==> src/rtl/rla_pkg.sv <==
// Shared constants, codes and word types of the location allocator.
package rla_pkg;

  localparam int TABLE_DEPTH = 128;
  localparam int AW          = $clog2(TABLE_DEPTH);
  localparam int LW          = $clog2(TABLE_DEPTH + 1);
  localparam int SUM_W       = ((LW > 8) ? LW : 8) + 1;
  localparam int ENTRY_W     = 16;
  localparam int LINK_W      = 15;
  localparam int CFG_AW      = 4;
  localparam int CFG_DW      = 32;

  localparam logic [LINK_W-1:0]  NO_LINK    = '1;
  localparam logic [LINK_W-1:0]  MAX_COUNT  = '1;
  localparam logic [ENTRY_W-1:0] ENTRY_ONE  = 16'h8001;
  localparam logic [ENTRY_W-1:0] ENTRY_USED = 16'h8000;

  // register indexes (paddr[3:2])
  localparam logic [1:0] REG_ARGS  = 2'd0;
  localparam logic [1:0] REG_REGS  = 2'd1;
  localparam logic [1:0] REG_TEMPS = 2'd2;

  localparam logic [6:0] ARGS_MAX  = 7'd64;
  localparam logic [2:0] REGS_MAX  = 3'd6;
  localparam logic [6:0] TEMPS_MAX = 7'd64;

  // actions
  localparam logic [2:0] ACT_INIT      = 3'd0;
  localparam logic [2:0] ACT_ALLOC_REG = 3'd1;
  localparam logic [2:0] ACT_ALLOC_STK = 3'd2;
  localparam logic [2:0] ACT_CLAIM     = 3'd3;
  localparam logic [2:0] ACT_USE       = 3'd4;
  localparam logic [2:0] ACT_RELEASE   = 3'd5;
  localparam logic [2:0] ACT_EXTEND    = 3'd6;

  // status codes
  localparam logic [2:0] ST_OK        = 3'd0;
  localparam logic [2:0] ST_NO_REG    = 3'd1;
  localparam logic [2:0] ST_FULL      = 3'd2;
  localparam logic [2:0] ST_ILLEGAL   = 3'd3;
  localparam logic [2:0] ST_ALLOCATED = 3'd4;
  localparam logic [2:0] ST_NOT_ALLOC = 3'd5;

  typedef struct packed {
    logic [2:0] action;
    logic [6:0] location;
    logic [7:0] target_temps;
  } in_word_t;

  typedef struct packed {
    logic [6:0]  result_location;
    logic [14:0] use_count;
    logic [2:0]  status;
  } out_word_t;

  typedef struct packed {
    logic [6:0] argument_count;
    logic [2:0] register_count;
    logic [6:0] initial_stack_temps;
  } cfg_t;

  typedef struct packed {
    logic               we;
    logic [AW-1:0]      waddr;
    logic [ENTRY_W-1:0] wdata;
    logic [AW-1:0]      raddr;
  } mem_req_t;

endpackage

==> src/rtl/refcounted_location_allocator_unit.sv <==
// Top level of the reference-counted location allocator.
//
//  channel  | ports                                   | handshake
//  ---------+-----------------------------------------+----------------------------------
//  input    | start, busy, in_word                    | word taken when start && !busy
//  result   | out_valid, out_word                     | one-cycle strobe, no backpressure
//  config   | psel penable pwrite paddr pwdata prdata | APB, pready tied high
//
// Allocate, use and release: RAM read at accept, modify and write back in the next cycle,
// result strobe the cycle after. Init: one RAM write per cycle for each location built.
// Extend: one RAM write per temp added. Claim: as allocate when the location heads its
// list, else a list walk with one RAM read per link and a final check if it runs off.
// Reset clears list heads, table length, layout counts and state; the entry RAM is never
// cleared and is filled by init, allocate and extend. The receiver cannot stall results.
module refcounted_location_allocator_unit
  import rla_pkg::*;
(
  input  logic              clk,
  input  logic              rst_n,
  input  logic              psel,
  input  logic              penable,
  input  logic              pwrite,
  input  logic [CFG_AW-1:0] paddr,
  input  logic [CFG_DW-1:0] pwdata,
  output logic [CFG_DW-1:0] prdata,
  output logic              pready,
  input  logic              start,
  input  in_word_t          in_word,
  output logic              busy,
  output logic              out_valid,
  output out_word_t         out_word
);

  cfg_t               cfg;
  mem_req_t           mem_req;
  logic [ENTRY_W-1:0] mem_rdata;

  rla_cfg u_cfg (
    .clk     (clk),
    .rst_n   (rst_n),
    .psel    (psel),
    .penable (penable),
    .pwrite  (pwrite),
    .paddr   (paddr),
    .pwdata  (pwdata),
    .prdata  (prdata),
    .pready  (pready),
    .cfg     (cfg)
  );

  rla_ram #(
    .WIDTH (ENTRY_W),
    .DEPTH (TABLE_DEPTH)
  ) u_entry_ram (
    .clk   (clk),
    .we    (mem_req.we),
    .waddr (mem_req.waddr),
    .wdata (mem_req.wdata),
    .raddr (mem_req.raddr),
    .rdata (mem_rdata)
  );

  rla_core u_core (
    .clk       (clk),
    .rst_n     (rst_n),
    .cfg       (cfg),
    .start     (start),
    .in_word   (in_word),
    .busy      (busy),
    .out_valid (out_valid),
    .out_word  (out_word),
    .mem_req   (mem_req),
    .mem_rdata (mem_rdata)
  );

endmodule

==> src/rtl/rla_ram.sv <==
// Generic single-write, single-read RAM with registered read data.
module rla_ram #(
  parameter int WIDTH = 16,
  parameter int DEPTH = 128
) (
  input  logic                     clk,
  input  logic                     we,
  input  logic [$clog2(DEPTH)-1:0] waddr,
  input  logic [WIDTH-1:0]         wdata,
  input  logic [$clog2(DEPTH)-1:0] raddr,
  output logic [WIDTH-1:0]         rdata
);

  logic [WIDTH-1:0] mem_r [DEPTH];

  always_ff @(posedge clk) begin
    if (we) begin
      mem_r[waddr] <= wdata;
    end
    rdata <= mem_r[raddr];
  end

endmodule

==> src/rtl/rla_cfg.sv <==
// APB configuration registers with saturation on write.
module rla_cfg
  import rla_pkg::*;
(
  input  logic              clk,
  input  logic              rst_n,
  input  logic              psel,
  input  logic              penable,
  input  logic              pwrite,
  input  logic [CFG_AW-1:0] paddr,
  input  logic [CFG_DW-1:0] pwdata,
  output logic [CFG_DW-1:0] prdata,
  output logic              pready,
  output cfg_t              cfg
);

  logic [6:0] args_r,  args_nxt;
  logic [2:0] regs_r,  regs_nxt;
  logic [6:0] temps_r, temps_nxt;
  logic       wr_en;

  assign pready = 1'b1;
  assign wr_en  = psel && penable && pwrite && pready;

  always_comb begin
    args_nxt  = args_r;
    regs_nxt  = regs_r;
    temps_nxt = temps_r;
    if (wr_en) begin
      unique case (paddr[3:2])
        REG_ARGS:  args_nxt  = (pwdata > CFG_DW'(ARGS_MAX))  ? ARGS_MAX  : pwdata[6:0];
        REG_REGS:  regs_nxt  = (pwdata > CFG_DW'(REGS_MAX))  ? REGS_MAX  : pwdata[2:0];
        REG_TEMPS: temps_nxt = (pwdata > CFG_DW'(TEMPS_MAX)) ? TEMPS_MAX : pwdata[6:0];
        default: ;
      endcase
    end
  end

  always_ff @(posedge clk) begin
    if (!rst_n) begin
      args_r  <= '0;
      regs_r  <= REGS_MAX;
      temps_r <= '0;
    end else begin
      args_r  <= args_nxt;
      regs_r  <= regs_nxt;
      temps_r <= temps_nxt;
    end
  end

  always_comb begin
    unique case (paddr[3:2])
      REG_ARGS:  prdata = CFG_DW'(args_r);
      REG_REGS:  prdata = CFG_DW'(regs_r);
      REG_TEMPS: prdata = CFG_DW'(temps_r);
      default:   prdata = '0;
    endcase
  end

  assign cfg = '{argument_count: args_r, register_count: regs_r,
                 initial_stack_temps: temps_r};

endmodule

==> src/rtl/rla_core.sv <==
// Allocator sequencer: read-modify-write of the entry RAM, list heads and table length.
module rla_core
  import rla_pkg::*;
(
  input  logic               clk,
  input  logic               rst_n,
  input  cfg_t               cfg,
  input  logic               start,
  input  in_word_t           in_word,
  output logic               busy,
  output logic               out_valid,
  output out_word_t          out_word,
  output mem_req_t           mem_req,
  input  logic [ENTRY_W-1:0] mem_rdata
);

  typedef enum logic [6:0] {
    S_IDLE      = 7'b0000001,
    S_EXEC      = 7'b0000010,
    S_INIT_WR   = 7'b0000100,
    S_EXT_WR    = 7'b0001000,
    S_WALK_RD   = 7'b0010000,
    S_WALK_CHK  = 7'b0100000,
    S_CLAIM_FIN = 7'b1000000
  } state_t;

  state_t             state_r, state_nxt;
  in_word_t           word_r, word_nxt;
  logic [LINK_W-1:0]  reg_head_r, reg_head_nxt;
  logic [LINK_W-1:0]  stk_head_r, stk_head_nxt;
  logic [LW-1:0]      tl_r, tl_nxt;
  logic [LW-1:0]      act_args_r, act_args_nxt;
  logic [LW-1:0]      act_regs_r, act_regs_nxt;
  logic [LW-1:0]      sweep_r, sweep_nxt;
  logic [LW-1:0]      steps_r, steps_nxt;
  logic [LINK_W-1:0]  walk_j_r, walk_j_nxt;
  logic [LINK_W-1:0]  ilink_r, ilink_nxt;
  logic [2:0]         status_r, status_nxt;
  logic               out_valid_r, out_valid_nxt;
  out_word_t          out_word_r, out_word_nxt;

  logic [LINK_W-1:0]  loc_x, tl_x, a_x, ar_x;
  logic [LW-1:0]      ar_l;

  assign loc_x = LINK_W'(word_r.location);
  assign tl_x  = LINK_W'(tl_r);
  assign a_x   = LINK_W'(act_args_r);
  assign ar_l  = act_args_r + act_regs_r;
  assign ar_x  = LINK_W'(ar_l);

  function automatic logic is_reg_f(logic [LINK_W-1:0] x, logic [LINK_W-1:0] a,
                                    logic [LINK_W-1:0] ar, logic [LINK_W-1:0] tl);
    return (x >= a) && (x < ar) && (x < tl);
  endfunction

  function automatic logic is_stk_f(logic [LINK_W-1:0] x, logic [LINK_W-1:0] ar,
                                    logic [LINK_W-1:0] tl);
    return (x >= ar) && (x < tl);
  endfunction

  function automatic out_word_t mk_out(logic [LINK_W-1:0] loc, logic [LINK_W-1:0] cnt,
                                       logic [2:0] st);
    return '{result_location: loc[6:0], use_count: cnt, status: st};
  endfunction

  always_comb begin
    logic [SUM_W-1:0]  ax, rx, sx, rem, tot;
    logic [LINK_W-1:0] cnt, cm1, head, lnk;
    logic [LW-1:0]     diff;
    logic              use_reg;

    state_nxt     = state_r;
    word_nxt      = word_r;
    reg_head_nxt  = reg_head_r;
    stk_head_nxt  = stk_head_r;
    tl_nxt        = tl_r;
    act_args_nxt  = act_args_r;
    act_regs_nxt  = act_regs_r;
    sweep_nxt     = sweep_r;
    steps_nxt     = steps_r;
    walk_j_nxt    = walk_j_r;
    ilink_nxt     = ilink_r;
    status_nxt    = status_r;
    out_valid_nxt = 1'b0;
    out_word_nxt  = out_word_r;
    mem_req.we    = 1'b0;
    mem_req.waddr = loc_x[AW-1:0];
    mem_req.wdata = ENTRY_ONE;

    // read address: the entry the accepted word needs, or the list walk pointer
    case (state_r)
      S_WALK_RD: mem_req.raddr = walk_j_r[AW-1:0];
      default: begin
        case (in_word.action)
          ACT_ALLOC_REG: mem_req.raddr = reg_head_r[AW-1:0];
          ACT_ALLOC_STK: mem_req.raddr = stk_head_r[AW-1:0];
          default:       mem_req.raddr = AW'(in_word.location);
        endcase
      end
    endcase

    ax = '0; rx = '0; sx = '0; rem = '0; tot = '0;
    cnt = mem_rdata[LINK_W-1:0];
    cm1 = '0; head = '0; use_reg = 1'b0;
    lnk = mem_rdata[LINK_W-1:0];
    diff = tl_r - act_args_r - act_regs_r;

    unique case (state_r)
      S_IDLE: begin
        if (start) begin
          word_nxt  = in_word;
          state_nxt = S_EXEC;
        end
      end

      S_EXEC: begin
        state_nxt     = S_IDLE;
        out_valid_nxt = 1'b1;
        case (word_r.action)
          ACT_INIT: begin
            status_nxt = ST_OK;
            ax = SUM_W'(cfg.argument_count);
            rx = SUM_W'(cfg.register_count);
            sx = SUM_W'(cfg.initial_stack_temps);
            if (ax > SUM_W'(TABLE_DEPTH)) begin
              ax = SUM_W'(TABLE_DEPTH); status_nxt = ST_FULL;
            end
            rem = SUM_W'(TABLE_DEPTH) - ax;
            if (rx > rem) begin
              rx = rem; status_nxt = ST_FULL;
            end
            rem = rem - rx;
            if (sx > rem) begin
              sx = rem; status_nxt = ST_FULL;
            end
            tot          = ax + rx + sx;
            act_args_nxt = LW'(ax);
            act_regs_nxt = LW'(rx);
            tl_nxt       = LW'(tot);
            reg_head_nxt = (rx != '0) ? LINK_W'(ax + rx - 1'b1) : NO_LINK;
            stk_head_nxt = (sx != '0) ? LINK_W'(tot - 1'b1) : NO_LINK;
            sweep_nxt    = '0;
            out_word_nxt = mk_out('0, '0, status_nxt);
            if (tot != '0) begin
              out_valid_nxt = 1'b0;
              state_nxt     = S_INIT_WR;
            end
          end
          ACT_ALLOC_REG: begin
            if (!is_reg_f(reg_head_r, a_x, ar_x, tl_x)) begin
              out_word_nxt = mk_out('0, '0, ST_NO_REG);
            end else begin
              reg_head_nxt  = lnk;
              mem_req.we    = 1'b1;
              mem_req.waddr = reg_head_r[AW-1:0];
              out_word_nxt  = mk_out(reg_head_r, LINK_W'(1), ST_OK);
            end
          end
          ACT_ALLOC_STK: begin
            if (is_stk_f(stk_head_r, ar_x, tl_x)) begin
              stk_head_nxt  = lnk;
              mem_req.we    = 1'b1;
              mem_req.waddr = stk_head_r[AW-1:0];
              out_word_nxt  = mk_out(stk_head_r, LINK_W'(1), ST_OK);
            end else if (tl_r >= LW'(TABLE_DEPTH)) begin
              out_word_nxt = mk_out('0, '0, ST_FULL);
            end else begin
              // no free temp: grow the table by one
              tl_nxt        = tl_r + 1'b1;
              stk_head_nxt  = NO_LINK;
              mem_req.we    = 1'b1;
              mem_req.waddr = tl_r[AW-1:0];
              out_word_nxt  = mk_out(tl_x, LINK_W'(1), ST_OK);
            end
          end
          ACT_CLAIM: begin
            if (loc_x >= tl_x || loc_x < a_x) begin
              out_word_nxt = mk_out(loc_x, '0, ST_ILLEGAL);
            end else if (mem_rdata[ENTRY_W-1]) begin
              out_word_nxt = mk_out(loc_x, cnt, ST_ALLOCATED);
            end else begin
              use_reg = is_reg_f(loc_x, a_x, ar_x, tl_x);
              head    = use_reg ? reg_head_r : stk_head_r;
              if (head == loc_x) begin
                if (use_reg) reg_head_nxt = lnk;
                else         stk_head_nxt = lnk;
                mem_req.we   = 1'b1;
                out_word_nxt = mk_out(loc_x, LINK_W'(1), ST_OK);
              end else begin
                // walk the list to find the predecessor
                ilink_nxt     = lnk;
                walk_j_nxt    = head;
                steps_nxt     = '0;
                out_valid_nxt = 1'b0;
                state_nxt     = S_WALK_RD;
              end
            end
          end
          ACT_USE: begin
            if (loc_x >= tl_x) begin
              out_word_nxt = mk_out(loc_x, '0, ST_ILLEGAL);
            end else if (!mem_rdata[ENTRY_W-1]) begin
              out_word_nxt = mk_out(loc_x, '0, ST_NOT_ALLOC);
            end else if (cnt == MAX_COUNT) begin
              out_word_nxt = mk_out(loc_x, cnt, ST_NOT_ALLOC);
            end else begin
              mem_req.we    = 1'b1;
              mem_req.wdata = {1'b1, cnt + 1'b1};
              out_word_nxt  = mk_out(loc_x, cnt + 1'b1, ST_OK);
            end
          end
          ACT_RELEASE: begin
            if (!mem_rdata[ENTRY_W-1]) cnt = '0;
            cm1 = cnt - 1'b1;
            if (loc_x >= tl_x) begin
              out_word_nxt = mk_out(loc_x, '0, ST_ILLEGAL);
            end else if (cnt == '0) begin
              out_word_nxt = mk_out(loc_x, '0, ST_NOT_ALLOC);
            end else begin
              mem_req.we = 1'b1;
              if (cm1 == '0 && is_reg_f(loc_x, a_x, ar_x, tl_x)) begin
                mem_req.wdata = {1'b0, reg_head_r};
                reg_head_nxt  = loc_x;
              end else if (cm1 == '0 && is_stk_f(loc_x, ar_x, tl_x)) begin
                mem_req.wdata = {1'b0, stk_head_r};
                stk_head_nxt  = loc_x;
              end else begin
                mem_req.wdata = {1'b1, cm1};
              end
              out_word_nxt = mk_out(loc_x, cm1, ST_OK);
            end
          end
          ACT_EXTEND: begin
            status_nxt    = ST_OK;
            out_valid_nxt = 1'b0;
            state_nxt     = S_EXT_WR;
          end
          default: out_word_nxt = mk_out('0, '0, ST_OK);
        endcase
      end

      S_INIT_WR: begin
        mem_req.we    = 1'b1;
        mem_req.waddr = sweep_r[AW-1:0];
        if (sweep_r < act_args_r) begin
          mem_req.wdata = ENTRY_USED;
        end else if (sweep_r < ar_l) begin
          mem_req.wdata = (sweep_r == act_args_r) ? {1'b0, NO_LINK}
                                                  : ENTRY_W'(sweep_r - 1'b1);
        end else begin
          mem_req.wdata = (sweep_r == ar_l) ? {1'b0, NO_LINK}
                                            : ENTRY_W'(sweep_r - 1'b1);
        end
        sweep_nxt = sweep_r + 1'b1;
        if (sweep_nxt == tl_r) begin
          state_nxt     = S_IDLE;
          out_valid_nxt = 1'b1;
        end
      end

      S_EXT_WR: begin
        if (SUM_W'(diff) < SUM_W'(word_r.target_temps)) begin
          if (tl_r >= LW'(TABLE_DEPTH)) begin
            state_nxt     = S_IDLE;
            out_valid_nxt = 1'b1;
            out_word_nxt  = mk_out('0, '0, ST_FULL);
          end else begin
            mem_req.we    = 1'b1;
            mem_req.waddr = tl_r[AW-1:0];
            mem_req.wdata = {1'b0, stk_head_r};
            stk_head_nxt  = tl_x;
            tl_nxt        = tl_r + 1'b1;
          end
        end else begin
          state_nxt     = S_IDLE;
          out_valid_nxt = 1'b1;
          out_word_nxt  = mk_out('0, '0, status_r);
        end
      end

      S_WALK_RD: begin
        if (steps_r < LW'(TABLE_DEPTH) && walk_j_r < tl_x) state_nxt = S_WALK_CHK;
        else                                                state_nxt = S_CLAIM_FIN;
      end

      S_WALK_CHK: begin
        if (lnk == loc_x) begin
          mem_req.we    = 1'b1;
          mem_req.waddr = walk_j_r[AW-1:0];
          mem_req.wdata = {1'b0, ilink_r};
          state_nxt     = S_CLAIM_FIN;
        end else begin
          walk_j_nxt = lnk;
          steps_nxt  = steps_r + 1'b1;
          state_nxt  = S_WALK_RD;
        end
      end

      S_CLAIM_FIN: begin
        mem_req.we    = 1'b1;
        state_nxt     = S_IDLE;
        out_valid_nxt = 1'b1;
        out_word_nxt  = mk_out(loc_x, LINK_W'(1), ST_OK);
      end

      default: state_nxt = S_IDLE;
    endcase
  end

  always_ff @(posedge clk) begin
    if (!rst_n) begin
      state_r     <= S_IDLE;
      reg_head_r  <= NO_LINK;
      stk_head_r  <= NO_LINK;
      tl_r        <= '0;
      act_args_r  <= '0;
      act_regs_r  <= '0;
      out_valid_r <= 1'b0;
    end else begin
      state_r     <= state_nxt;
      reg_head_r  <= reg_head_nxt;
      stk_head_r  <= stk_head_nxt;
      tl_r        <= tl_nxt;
      act_args_r  <= act_args_nxt;
      act_regs_r  <= act_regs_nxt;
      out_valid_r <= out_valid_nxt;
    end
  end

  always_ff @(posedge clk) begin
    word_r     <= word_nxt;
    sweep_r    <= sweep_nxt;
    steps_r    <= steps_nxt;
    walk_j_r   <= walk_j_nxt;
    ilink_r    <= ilink_nxt;
    status_r   <= status_nxt;
    out_word_r <= out_word_nxt;
  end

  assign busy      = (state_r != S_IDLE);
  assign out_valid = out_valid_r;
  assign out_word  = out_word_r;

  a_result_idle: assert property (@(posedge clk) disable iff (!rst_n)
    out_valid_r |-> state_r == S_IDLE)
    else $error("result word issued while sequencer still active");

  a_exec_follows_accept: assert property (@(posedge clk) disable iff (!rst_n)
    state_r == S_EXEC |-> $past(start && !busy))
    else $error("execute cycle without an accepted word");

  a_layout: assert property (@(posedge clk) disable iff (!rst_n)
    (SUM_W'(act_args_r) + SUM_W'(act_regs_r) <= SUM_W'(tl_r)) &&
    (tl_r <= LW'(TABLE_DEPTH)))
    else $error("table length below fixed locations or past capacity");

  a_sweep_bound: assert property (@(posedge clk) disable iff (!rst_n)
    state_r == S_INIT_WR |-> sweep_r < tl_r)
    else $error("init sweep beyond table length");

endmodule

==> config.mk <==
export PLATFORM = sky130hd
export DESIGN_NAME = refcounted_location_allocator_unit
export DESIGN_NICKNAME = d
export VERILOG_FILES = /design/src/rtl/rla_pkg.sv /design/src/rtl/refcounted_location_allocator_unit.sv /design/src/rtl/rla_ram.sv /design/src/rtl/rla_cfg.sv /design/src/rtl/rla_core.sv
export SDC_FILE = /design/constraint.sdc
export NUM_CORES = 2
export LEC_CHECK = 0
export ABC_CLOCK_PERIOD_IN_PS = 14000
export BUFFER_PORTS_ARGS = -buffer_cell sky130_fd_sc_hd__buf_2
export CORE_MARGIN = 2
export CORE_UTILIZATION = 48
export CTS_CLUSTER_DIAMETER = 30
export DETAILED_ROUTE_END_ITERATION = 16
export GPL_ROUTABILITY_DRIVEN = 0
export PLACE_DENSITY_LB_ADDON = 0.1
export SLEW_MARGIN = 20
export SYNTH_ARGS = -nofsm -noshare
export SYNTH_HDL_FRONTEND = slang
export SYNTH_SLANG_ARGS = --single-unit
==> constraint.sdc <==
create_clock -name clk -period 14 [get_ports clk]
set_input_delay 1.4 -clock clk [delete_from_list [all_inputs] [get_ports clk]]
set_output_delay 1.4 -clock clk [all_outputs]
set_load 0.005 [all_outputs]
== After elaboration in Yosys (flattened, before gate mapping) ==
Memory sizes are Yosys's and may differ from the RTL's. A register that Yosys moved wholly into a read port is not among the register bits.
Cells that the tools add are included.

* Input bits: 60
* Output and inout port bits: 60
* Memories: 1
* Bits in latches: 0
* Flip-flop bits (word level): 170
* Word-level logic and storage cells: 288
* Bits in writable memories: 2048
* Memory bits (read-only): 0

{| class="wikitable"
|+ Memories
! name !! words !! width !! rd ports !! clocked after memory_dff !! write ports !! RTL line !! RTL
|-
| u_entry_ram.mem_r || 128 || 16 || 1 || 1 || 1 || rla_ram.sv:14 || <nowiki>logic [WIDTH-1:0] mem_r [DEPTH];</nowiki>
|}

* Add/sub/neg operators: 16
* $lt $le $gt $ge: 21
* Multiplexer cells: 129
* $mul: 0
* Shift-type cells: 0
* Divide/modulo/power cells: 0
* Bitwise gates (word level): 3
* Reduce and logical (&&, ||, !) cells: 40
* Eq/ne operators: 57

{| class="wikitable"
|+ Operators by type and width
! operator !! count
|-
| 15-bit two-way mux || 32
|-
| 25-bit two-way mux || 8
|-
| 25-bit one-hot mux with 7 select lines || 1
|-
| 16-bit two-way mux || 10
|-
| 15-bit one-hot mux with 4 select lines || 2
|-
| 8-bit two-way mux || 12
|-
| 23-bit one-hot mux with 4 select lines || 1
|-
| 18-bit two-way mux || 5
|-
| 25-bit one-hot mux with 3 select lines || 1
|-
| 24-bit two-way mux || 3
|-
| 7-bit two-way mux || 10
|-
| 8-bit one-hot mux with 2 select lines || 4
|-
| 15-bit by 8-bit < comparator with 1-bit output || 4
|-
| 15-bit one-hot mux with 2 select lines || 2
|-
| 9-bit two-way mux || 6
|-
| 7-bit one-hot mux with 3 select lines || 2
|-
| 7-bit one-hot mux with 6 select lines || 1
|-
| 32-bit by 3-bit > comparator with 1-bit output, second input constant || 1
|-
| 32-bit by 7-bit > comparator with 1-bit output, second input constant || 1
|-
| 16-bit one-hot mux with 2 select lines || 1
|-
| 15-bit by 7-bit equality test with 1-bit output || 2
|-
| 15-bit zero test || 2
|-
| 15-bit by 1-bit subtractor with 15-bit output, second input constant || 2
|-
| 7-bit one-hot mux with 2 select lines || 2
|-
| 72 further kinds || 151
|}

== Longest topological paths before layout ==
* Depth in word-level cells: 15
* Depth in mapped cells: 39
* Mapped depth without buffers: 37

== Modules after synthesis ==
A second synthesis with hierarchy kept.

* Cell total of the unflattened synthesis: 5079
* Area total of the unflattened synthesis: 94881.0 um^2

{| class="wikitable"
|+ By module, submodules not included
! module !! instances !! area each (um^2) !! seq. area each (um^2) !! cells an instance
|-
| rla_ram || 1 || 78499.0 || 61819.3 || 3079
|-
| rla_core || 1 || 15270.9 || 3923.8 || 1857
|-
| rla_cfg || 1 || 1111.1 || 340.3 || 143
|}

== Least setup slack after synthesis ==
OpenSTA, ideal clock, no wires.

* Kind: register -> register
* From: register u_entry_ram.rdata[15], read port of u_entry_ram.mem_r
* To: memory u_entry_ram.mem_r[0][1], data pin
* Cell stages (with the launch flop): 19
* Setup time: 1.197 ns
* Clock period less this slack: 10.459 ns
* Setup slack: 3.541 ns
* Buffers on the path: 6
* Data required time: 12.803 ns
* Data arrival time: 9.262 ns
* Cell sequence: dfxtp_1 > clkbuf_1 > clkbuf_1 > clkbuf_1 > nand2_1 > ha_1 > clkbuf_1 > nor2b_1 > nand4_1 > or3b_1 > or4_1 > or4_1 > and4bb_1 > buf_2 > buf_2 > mux2i_1 > o21ai_0 > a22oi_1 > o21ai_0

{| class="wikitable"
|+ RTL lines
! item !! RTL line !! RTL
|-
| from (decl) || rla_ram.sv:11 || <nowiki>output logic [WIDTH-1:0] rdata</nowiki>
|-
| to (decl) || rla_ram.sv:14 ||
|}

== Worst setup path in the final report ==
* From: register u_cfg.args_r[0]
* To: register u_core.out_valid_r (netlist: u_core.out_valid)

* Cells in the longest elaborated chain, start to end: 15
* Elaborated cells on any way between the ends: 16
* Classes of those cells: add/sub: 4; order compare: 2; mux: 9; reduce/logical: 1

{| class="wikitable"
|+ Ends and longest elaborated chain
! item !! RTL line !! RTL
|-
| from (decl) || rla_cfg.sv:17 || <nowiki>logic [6:0] args_r, args_nxt;</nowiki>
|-
| from (signal assigned) || rla_cfg.sv:45 || <nowiki>args_r <= args_nxt;</nowiki>
|-
| 8-bit by 7-bit subtractor with 9-bit output || rla_core.sv:128 || <nowiki>rem = SUM_W'(TABLE_DEPTH) - ax;</nowiki>
|-
| 3-bit by 9-bit > comparator with 1-bit output || rla_core.sv:129 || <nowiki>if (rx > rem) begin</nowiki>
|-
| 9-bit two-way mux || rla_core.sv:129 ||
|-
| 9-bit two-way mux || rla_core.sv:119 || <nowiki>case (word_r.action)</nowiki>
|-
| 9-bit two-way mux || rla_core.sv:108 || <nowiki>unique case (state_r)</nowiki>
|-
| 9-bit subtractor || rla_core.sv:132 || <nowiki>rem = rem - rx;</nowiki>
|-
| 7-bit by 9-bit > comparator with 1-bit output || rla_core.sv:133 || <nowiki>if (sx > rem) begin</nowiki>
|-
| 9-bit two-way mux || rla_core.sv:133 ||
|-
| 9-bit two-way mux || rla_core.sv:119 ||
|-
| 9-bit two-way mux || rla_core.sv:108 ||
|-
| 9-bit adder (*) || rla_core.sv:136 || <nowiki>tot = ax + rx + sx;</nowiki>
|-
| 9-bit nonzero test (*) || rla_core.sv:144 || <nowiki>if (tot != '0) begin</nowiki>
|-
| 1-bit two-way mux (*) || rla_core.sv:144 ||
|-
| 1-bit one-hot mux with 3 select lines (*) || rla_core.sv:119 ||
|-
| 1-bit one-hot mux with 4 select lines (*) || rla_core.sv:108 ||
|-
| to (signal assigned) || rla_core.sv:326 || <nowiki>out_valid_r <= out_valid_nxt;</nowiki>
|-
| to (decl) || rla_core.sv:39 || <nowiki>logic out_valid_r, out_valid_nxt;</nowiki>
|}

Every way passes the cells marked *; elsewhere a longest branch is shown, timed or not. The select of a mux whose other input is x is not followed.
A chain may end at the register's enable or synchronous reset.

==> metrics.md <==
| Metric | Value |
|---|---|
| Outcome | `finished, final reports clean` |
| Rel. slew slack | `0.2408` |
| Ratio of cells with drive above 1 in the final layout | `0.1428` |
| Initial core utilization | `0.4826` |
| Die width | `454.8 µm` |
| Setup TNS | `0 ps` |
| Slew @ Worst Pin | `1128 ps` |
| Mapped Area | `97530 µm²` |
| Total die area | `206800 µm²` |
| RSZ-0062 raised after global routing | `false` |
| Leak pwr | `40.06 nW` |
| Die height | `454.8 µm` |
| Inst Count DP | `10410` |
| CORE AREA | `202100 µm²` |
| Pwr per Cell Area | `168.8 nW/µm²` |
| Final Cycle Share | `0.6737` |
| Hold Slack | `479.9 ps` |
| Worst-path fanout max | `14` |
| Max-slew violation count | `0` |
| Reg2reg path depth | `38` |
| First-pass GRT wire length | `460.0 mm` |
| Critical Path Start Type | `flip-flop` |
| Number of max-cap violations | `0` |
| Post-synth top area share | `0.6583` |
| Synth Flop Type | `edfxtp_1` |
| Post_cts resized | `0` |
| Seq/Total Area, Yosys | `0.6776` |
| Met3 GRT Util | `0.06094` |
| Area Growth Syn to Fin | `20.76%` |
| Total track usage | `0.3054` |
| GRT Max-Usage Layer | `met2` |
| Vias/cell | `6.188` |
| Area leader, netlist | `edfxtp_1` |
| DPL Wire Length | `193.0 mm` |
| Critical path endpoint category | `flip-flop` |
| CTS Root Buffer Type | `clkbuf_16` |
| Final net count | `8434` |
| Wire length per cell | `28.55 µm` |
| Clock Skew | `119.9 ps` |
| Yosys reg bits | `2232` |
| Hold violation count in the final report | `0` |
| Tot Pwr | `0.01989 W` |
| Cell variety after synth | `84` |
| Met1 usage | `0.4199` |
| Largest stage delay, worst path | `530 ps` |
| Port buffer count | `91` |
| Critical path class | `flip-flop to flip-flop` |
| Synth warn | `0` |
| CP max stage cell | `dfxtp_1` |
| F_max | `0.1060 GHz` |
| Min cycle time layout | `9432 ps` |
| Initial antenna violation count | `13` |
| Clock slew seen by the registers of the worst setup and hold paths | `40 ps` |
| Met2 usage | `0.4747` |
| Hold path depth | `2` |
| Setup violations, final | `0` |
| Largest net degree at the start of global routing | `146` |
| Fin cells | `11260` |
| DRC Markers | `0` |
| Worst hold path class | `flip-flop to flip-flop` |
| Cell mode on critical path | `inv_1` |
| First-pass DRT Iterations | `8` |
| TritonCTS buffer count | `464` |
| CP required | `14850 ps` |
| CP arrival | `10280 ps` |
| Synth Instances | `7888` |
| Clk sinks | `2232` |
| Clock Tree Buf Depth | `4` |
| Io pins | `120` |
| H-tree lvl count | `5` |
| Post-synth ARST share | `0` |
| Ranking of synthesized cells by area | `edfxtp_1, nand2_1, nand3_1` |
| EDFF count, synth | `2138` |
| CTS tree | `yes` |
| Antenna Nets Post-Route | `0` |
| Cts hold-fix bufs | `0` |
| # Post-CTS Setup Buffers | `0` |
| Initial DRC Count | `8526` |
| Grt total ovfl | `0` |
| Worst vdd ir | `0.1674 mV` |
| Skew-Pair Late Insertion Delay | `1020 ps` |
| Avg Inst Size Synth | `12.36 µm²` |
| Core Rows | `165` |
| Routed vias | `69670` |
| Post-Route WL | `321.4 mm` |
| Vias in the first global route | `65720` |
-- cell usage in the layout, fill, tap and decap left out, types with 74 or more instances in the layout --
cell type     n
buf_2        91
a21oi_1     272
mux2i_1     203
nand2_1    1554
and3_1      296
a31oi_1     206
inv_1        97
o21ai_0     133
nor2_1      322
clkinv_2     83
buf_4       297
ha_1        147
nand3_1     487
edfxtp_1   2138
dfxtp_1      94
a211oi_1    291
clkbuf_16   471
o22ai_1      74
nor3_1      103
-- layer usage --
metal,part of all wire,wire [µm]
met1,0.40,129600
met2,0.46,147700
met3,0.094,30090
met4,0.044,14020
met5,0.000084,27
-- report_power, final --
part           internal (W)  switching [W]
clock               0.00739        0.00349
sequential          0.00729      0.0000637
combinational      0.000466        0.00119
total                0.0151        0.00474
-- state kept, by name, summed over array words and instances (netlist names) --
signal and count:
u_core.reg_head_r 15, u_core.state_r 7, u_core.tl_r 8, u_entry_ram.rdata 16
u_core.walk_j_r 15, u_core.out_valid 1, u_core.act_regs_r 8, u_core.stk_head_r 15
u_cfg.args_r 7, u_core.ilink_r 15, u_core.word_r 11, u_core.status_r 1
u_core.loc_x 7, u_entry_ram.mem_r 2048, u_core.out_word 25, u_core.steps_r 8
u_core.act_args_r 7, u_core.sweep_r 8, u_cfg.regs_r 3, u_cfg.temps_r 7
-- Yosys cell counts (all sizes together) (37+ instances only) --
master and number:
a311oi 59, dfxtp 94, inv 98, a21oi 272, edfxtp 2138, nor3 104
a21o 38, xor2 54, nand3 492, buf 131, o22ai 75, a31oi 207
a22oi 49, o21ai 135, nor2 344, and3 296, ha 147, nor4 59
nand4 37, clkbuf 447, nand2 1557, a211oi 291, xnor2 48, mux2i 203
-- per-stage QoR --
stage	utilization	setup slack (ps)	area [µm²]
finish	0.5827	4568	117800
CTS	0.5825	4611	117700
global route	0.5827	3762	117800
floorplan	-	3541	97650
detailed placement	0.5051	4631	102100
global placement	0.5051	4697	102100
-- path summary, 6_finish.rpt --
check                                         start                                end  slack (ps)
setup / recovery       u_cfg.args_r[0]$_SDFFE_PN0P_        u_core.out_valid$_SDFF_PN0_        4570
hold / removal    u_core.act_args_r[2]$_SDFFE_PN0P_  u_core.act_args_r[2]$_SDFFE_PN0P_         480
setup reg to reg       u_cfg.args_r[0]$_SDFFE_PN0P_        u_core.out_valid$_SDFF_PN0_        4570
hold reg to reg   u_core.act_args_r[2]$_SDFFE_PN0P_  u_core.act_args_r[2]$_SDFFE_PN0P_         480
-- area by class of cell --
cell class | instances | area (µm²)
timing repair buffer | 402 | 2973
clock buffer | 534 | 12150
fill | 16060 | 84330
antenna | 4 | 10.01
multi-input combinational | 5010 | 29350
sequential | 2232 | 66080
tap | 2672 | 3343
clock inverter | 306 | 3491
inverter | 99 | 371.6
-- critical path: cells and delay by family, from the launching register on --
kind                       cells  cell delay [ps]
AOI/OAI and AO/OA             11             1890
and+or+nand+nor                9             2480
DFF                            1              530
adders and majority gates      8             2740
buffers and inverters          8              940
xor gates and xnor gates       1              260
muxes                          1              520
-- kinds of logic (layout without fill, tap and decap cells) --
group,count (synthesis),after routing,synth area share
AOI/OAI and AO/OA,1437,1437,0.1005
muxes,207,207,0.02130
other,2,37,0.00007700
xor gates and xnor gates,102,102,0.009160
DFF,2232,2232,0.6776
and+or+nand+nor,3066,3066,0.1417
buffers and inverters,677,1341,0.02716
adders and majority gates,165,165,0.02255
Power figures use the tool's default switching activity.
